--- config.mk ---
export PLATFORM = sky130hd
export DESIGN_NAME = ilb_cell
export DESIGN_NICKNAME = d
export VERILOG_FILES = /design/src/sv/ilb_pkg.sv /design/src/sv/ilb_cell.sv
export SDC_FILE = /design/constraint.sdc
export NUM_CORES = 1
export LEC_CHECK = 0
export BUFFER_PORTS_ARGS = -buffer_cell sky130_fd_sc_hd__buf_2
export CAP_MARGIN = 20
export CORE_UTILIZATION = 42
export CTS_BUF_LIST = sky130_fd_sc_hd__clkbuf_4
export CTS_CLUSTER_SIZE = 24
export DETAILED_ROUTE_END_ITERATION = 12
export PLACE_DENSITY_LB_ADDON = 0.25
export SLEW_MARGIN = 20
export SYNTH_ARGS = -nofsm -noshare
export SYNTH_HDL_FRONTEND = slang
export SYNTH_SLANG_ARGS = --single-unit
--- constraint.sdc ---
create_clock -name clk -period 3.45 [get_ports clk]
set_input_delay 0.69 -clock clk [delete_from_list [all_inputs] [get_ports clk]]
set_output_delay 0.69 -clock clk [all_outputs]
set_load 0.02 [all_outputs]
--- src/sv/ilb_pkg.sv ---
// shared types and constants for the indexed list buffer
package ilb_pkg;

  localparam int DEPTH  = 64;
  localparam int DATA_W = 32;
  localparam int POS_W  = 7;
  localparam int ECNT_W = 7;
  localparam int IDX_W  = (DEPTH > 1) ? $clog2(DEPTH) : 1;
  localparam int CNT_W  = $clog2(DEPTH + 1);
  localparam int CMP_W  = (CNT_W > POS_W) ? CNT_W : POS_W;

  // locate tree: groups of eight cells
  localparam int GRP    = 8;
  localparam int NGRP   = (DEPTH + GRP - 1) / GRP;
  localparam int GSEL_W = (NGRP > 1) ? $clog2(NGRP) : 1;
  localparam int BSEL_W = $clog2(GRP);

  localparam logic [2:0] OP_APPEND     = 3'd0;
  localparam logic [2:0] OP_INSERT     = 3'd1;
  localparam logic [2:0] OP_REMOVE_AT  = 3'd2;
  localparam logic [2:0] OP_REMOVE_VAL = 3'd3;
  localparam logic [2:0] OP_DROP       = 3'd4;
  localparam logic [2:0] OP_READ       = 3'd5;

  localparam logic [1:0] ST_OK       = 2'd0;
  localparam logic [1:0] ST_RANGE    = 2'd1;
  localparam logic [1:0] ST_NOTFOUND = 2'd2;
  localparam logic [1:0] ST_FULL     = 2'd3;

  typedef struct packed {
    logic [2:0]              operation;
    logic [POS_W-1:0]        position;
    logic signed [DATA_W-1:0] item_value;
  } ilb_in_t;

  typedef struct packed {
    logic [1:0]              status;
    logic signed [DATA_W-1:0] read_value;
    logic [ECNT_W-1:0]       entry_count;
  } ilb_out_t;

  typedef enum logic [1:0] {
    K_HOLD   = 2'd0,
    K_INSERT = 2'd1,
    K_REMOVE = 2'd2
  } shift_kind_t;

  // broadcast to every cell of the chain
  typedef struct packed {
    shift_kind_t       kind;
    logic [CMP_W-1:0]  pos;
    logic [CMP_W-1:0]  count;
    logic [DATA_W-1:0] value;
  } cell_cmd_t;

endpackage

--- src/sv/ilb_cell.sv ---
// one list entry: shifts with its neighbours and flags key and index matches
module ilb_cell (
  input  logic                       clk,
  input  ilb_pkg::cell_cmd_t         cmd,
  input  logic [ilb_pkg::CMP_W-1:0]  cell_idx,
  input  logic [ilb_pkg::DATA_W-1:0] lower_entry,
  input  logic [ilb_pkg::DATA_W-1:0] upper_entry,
  output logic [ilb_pkg::DATA_W-1:0] entry,
  output logic                       match,
  output logic                       hit
);
  import ilb_pkg::*;

  logic [DATA_W-1:0] entry_r;
  logic [DATA_W-1:0] entry_nxt;

  always_comb begin
    entry_nxt = entry_r;
    case (cmd.kind)
      K_INSERT: begin
        if (cell_idx == cmd.pos) begin
          entry_nxt = cmd.value;
        end else if (cell_idx > cmd.pos) begin
          entry_nxt = lower_entry;
        end
      end
      K_REMOVE: begin
        if (cell_idx >= cmd.pos) begin
          entry_nxt = upper_entry;
        end
      end
      default: begin
        entry_nxt = entry_r;
      end
    endcase
  end

  always_ff @(posedge clk) begin
    entry_r <= entry_nxt;
  end

  assign entry = entry_r;
  // only live entries take part in the value search
  assign match = (entry_r == cmd.value) && (cell_idx < cmd.count);
  assign hit   = (cell_idx == cmd.pos);

endmodule

Word level (Yosys, flattened, before mapping)

Index checks and enable logic that the tools add are counted.

Register bits: 32
Input port bits: 120
Output and inout port bits: 34

Magnitude comparators: 3
Eq/ne operators: 6
Multiplexer cells: 4
Reduce and logical (&&, ||, !) cells: 3

Operator list:

| operator           | number |
|---|---|
| $mux 32            | 3 |
| $pmux 32 s2        | 1 |
| $eq 32x32->1       | 1 |
| $eq 7x7->1         | 1 |
| $ge 7x7->1         | 1 |
| $gt 7x7->1         | 1 |
| $lt 7x7->1         | 1 |
| $ne 3x3->1 const B | 1 |
| $reduce_and 3->1   | 1 |
| $eq 2x1->1 const B | 1 |
| $eq 2x2->1 const B | 1 |
| $ne 2x2->1 const B | 1 |
| $reduce_bool 2->1  | 1 |
| $logic_and 1x1->1  | 1 |

Longest topological paths before layout

Depth in word-level cells: 4
Depth in mapped cells: 7
Gate-level depth less buffers: 7

Worst setup path before layout

Ideal clock, no wire load.

Path kind: input -> output
Start point: input port cmd[33] in the netlist's numbering
End point: output port match
Data arrival time: 1,907 ps
Required time: 2,760 ps
Setup slack: 853 ps
Stages: 6
Buffers on the path: 0
Path through: inv_1 -> ha_1 -> a21o_1 -> a21oi_1 -> o2111ai_1 -> nor3_1

Word-level cells in the longest chain between the ends: 2

RTL lines:

| item              | RTL line       | text |
|---|---|---|
| start, declared   | ilb_cell.sv:4  | `input ilb_pkg::cell_cmd_t cmd,` |
| $lt 7x7->1        | ilb_cell.sv:44 | `assign match = (entry_r == cmd.value) && (cell_idx < cmd.count);` |
| $logic_and 1x1->1 | ilb_cell.sv:44 |  |
| end, declared     | ilb_cell.sv:9  | `output logic match,` |

No other way between the ends.

Final worst setup path

Start point: input port cmd[21] in the netlist's numbering
End point: output port match

Word-level cells in the longest chain between the ends: 2

RTL lines:

| item              | RTL line |
|---|---|
| $eq 32x32->1      | ilb_cell.sv:44 |
| $logic_and 1x1->1 | ilb_cell.sv:44 |

No other way between the ends.

==> results.tsv <==
stage	metric	value	unit
outcome	status	complete, no violations	
synthesis	ys_types	27	
power	combinational_power_share	0.289	
setup_path	worst_setup_path_category	in -> out	
cells_and_area	fill_cells	516	
clocking	clock_tree.root_cell	sky130_fd_sc_hd__clkbuf_4	
route	postRouteWirelength	5.93	mm
cells_and_area	area.sequential	961	um2
placed_design	port_buffers	153	
sta	final_period_minus_worst_setup_slack	2.71	ns
setup_path	crit_path_start_kind	primary input	
floorplanning	design.portCount	154	
clocking	cts.reportedPaths.clkPinSlew	0.10	ns
power	switchingPower	0.000329	W
floorplanning	die_width	77.2	um
grt	grt_antenna_before_repair	0	
sta	period_share	0.785	
worst_hold_path	hold_path.startpoint	upper_entry[26]	
power	vdd_drop_max	0.206	mV
power	clock_power_share	0.256	
synthesis	synth_sequential_area_ratio	0.404	
sta	hold_viol_final	0	
clocking	cts-root-to-sink-buffers	2	
clocking	postCtsHoldBufs	0	
sta	timing.max_slew.rel_slack	0.630	
sta	finalSetupTns	0	ns
clocking	tritoncts	yes	
setup_path	startpoint	cmd[21]	
route	drt.antenna.violating_nets	0	
sta	unrepaired_setup_endpoints_after_global_routing	no	
cells_and_area	num_antenna_cells	0	
synthesis	syn_area	2380	um2
route	route.detailed.wl_per_inst	13.1	um
route	drt_pass1_iterations	6	
floorplanning	die-area	5960	um2
synthesis	ys_seq_elements	32	
grt	grt_pass1_vias	2110	
grt	grt_first_pass_wirelength	9.55	mm
grt	gr-total-overflow	0	
floorplanning	fp.coreArea	5470	um2
sta	worst_slew_pin_slew	0.554	ns
placed_design	finalWeightedCongestion	0.827	
sta	slew_viol_final	0	
power	switching_share	0.296	
sta	max_freq	369	MHz
cells_and_area	post_route_cells_drive_above_1_share	0.466	
worst_hold_path	holdPathStages	3	
worst_hold_path	worst_hold_path_type	in -> reg	
grt	largest_net_degree_at_the_start_of_global_routing	41	
cells_and_area	largest_reg_flops	32	
synthesis	synth.net_count	361	
clocking	cts_resized	0	
placed_design	place_area	3200	um2
route	drcViolationCount	0	
floorplanning	rows	27	
power	power.share.sequential	0.455	
synthesis	yosys_warnings	0	
synthesis	syn-instance-count	228	
cells_and_area	synthToLayoutAreaGrowth	38.0	%
power	power.density_cell_area	339	nW/um2
clocking	htree_levels	2	
cells_and_area	final_cell_area	3280	um2
cells_and_area	mostFrequentLayoutCell	sky130_fd_sc_hd__buf_2	
setup_path	worstPathArrival	2.02	ns
power	cellInternalPower	0.000782	W
route	detail_route.vias_per_cell	4.80	
cells_and_area	layout_common_cells	sky130_fd_sc_hd__buf_2 (153), sky130_fd_sc_hd__nand2_1 (33), sky130_fd_sc_hd__mux2i_1 (32), sky130_fd_sc_hd__edfxtp_1 (32), sky130_fd_sc_hd__xor2_1 (31)	
clocking	clock-sinks	32	
placed_design	detailed_place_hpwl	4.76	mm
setup_path	path_max_fanout	2	
setup_path	cp.required	2.76	ns
synthesis	synth_area_per_cell	10.4	um2
power	total_leakage_power	1.48	nW
cells_and_area	multiInputGateArea	1300	um2
flow_run	drv.max_cap_violation_count	0	
sta	finalSetupViolCount	0	
route	drt_iter0_markers	63	
route	dr_total_vias	2180	
cells_and_area	final_nets	514	
clocking	cts_setup_buffers	0	
grt	grt_util_all_layers	0.205	
floorplanning	die_height	77.2	um
clocking	cts_made_buffers	5	
setup_path	crit_path_end_kind	output pin	
floorplanning	initial_utilization	0.434	
path summary, 6_finish.rpt:
check	to	slack (ns)
max	match	0.74
min	entry[26]	0.63
power by group through the flow:
stage	registers [W]	logic (W)	clock network [W]
6_report	0.000505	0.000321	0.000285
3_5_place_dp	0.000514	0.000325	0
4_1_cts	0.000506	0.000326	0.000293
2_1_floorplan	0.000565	0.000128	0
3_3_place_gp	0.000512	0.000321	0
5_1_grt	0.000511	0.000353	0.000307
synth_stat cells:
master | n | share of area
sky130_fd_sc_hd__nand2_1 | 33 | 0.052
sky130_fd_sc_hd__nand3_1 | 1 | 0.0021
sky130_fd_sc_hd__a21o_2 | 1 | 0.0037
sky130_fd_sc_hd__mux2i_1 | 32 | 0.13
sky130_fd_sc_hd__a21o_1 | 3 | 0.0095
sky130_fd_sc_hd__xor2_1 | 31 | 0.11
sky130_fd_sc_hd__nor3_1 | 2 | 0.0042
sky130_fd_sc_hd__nor2_4 | 1 | 0.0047
sky130_fd_sc_hd__ha_1 | 13 | 0.068
sky130_fd_sc_hd__inv_1 | 13 | 0.021
sky130_fd_sc_hd__nand4_2 | 1 | 0.0053
sky130_fd_sc_hd__o21ai_2 | 10 | 0.037
sky130_fd_sc_hd__o21ai_0 | 4 | 0.0084
sky130_fd_sc_hd__edfxtp_1 | 32 | 0.40
sky130_fd_sc_hd__o2111ai_1 | 2 | 0.0074
sky130_fd_sc_hd__nand4_1 | 2 | 0.0053
sky130_fd_sc_hd__o21ai_1 | 19 | 0.040
sky130_fd_sc_hd__buf_8 | 3 | 0.019
sky130_fd_sc_hd__nor2b_1 | 2 | 0.0053
sky130_fd_sc_hd__nor4_1 | 7 | 0.018
sky130_fd_sc_hd__a21oi_1 | 5 | 0.011
sky130_fd_sc_hd__o21a_1 | 1 | 0.0032
sky130_fd_sc_hd__clkbuf_2 | 1 | 0.0021
sky130_fd_sc_hd__nand2b_1 | 2 | 0.0053
sky130_fd_sc_hd__buf_2 | 2 | 0.0042
sky130_fd_sc_hd__xnor2_1 | 1 | 0.0037
sky130_fd_sc_hd__clkbuf_1 | 4 | 0.0063
critical path, stage by stage:
cell	delay [ns]
sky130_fd_sc_hd__buf_2	0.11
sky130_fd_sc_hd__xor2_1	0.15
sky130_fd_sc_hd__nor4_1	0.41
sky130_fd_sc_hd__o2111ai_1	0.19
sky130_fd_sc_hd__nor3_1	0.26
sky130_fd_sc_hd__buf_2	0.20
layer usage:
layer | GRT usage | vias to the layer above | routed length (um)
met2 | 0.377 | 88 | 2990
met5 | 0 | - | 0
met4 | 0.0585 | 0 | 78
met3 | 0.0440 | 8 | 380
li1 | - | 1121 | -
met1 | 0.236 | 963 | 2480
kinds of logic after synthesis:
family,synth area share
buffers and inverters,0.0521
AO/OA/AOI/OAI,0.120
XOR/XNOR,0.118
adder cells (fa/ha/maj),0.0685
multiplexers,0.135
AND/OR/NAND/NOR,0.103
flip-flops,0.404
metrics by stage:
stage | setup slack, ns | util | hold slack [ns] | cells | power [W]
2_1_floorplan | 0.853 | - | 0.877 | 228 | 0.000692
3_3_place_gp | 0.780 | 0.585 | 0.963 | 446 | 0.000833
3_5_place_dp | 0.733 | 0.585 | 0.963 | 446 | 0.000839
4_1_cts | 0.721 | 0.599 | 0.609 | 454 | 0.00112
5_1_grt | 0.673 | 0.599 | 0.616 | 454 | 0.00117
6_report | 0.741 | 0.599 | 0.626 | 454 | 0.00111
area by class of cell:
cell class | count | area share
Clock buffer | 6 | 0.0137
Clock inverter | 2 | 0.0107
Inverter | 13 | 0.0149
Multi-Input combinational cell | 173 | 0.396
Sequential cell | 32 | 0.293
Tap cell | 72 | 0.0275
Timing Repair Buffer | 156 | 0.244
No activity file was read; power rests on OpenSTA's default activity.
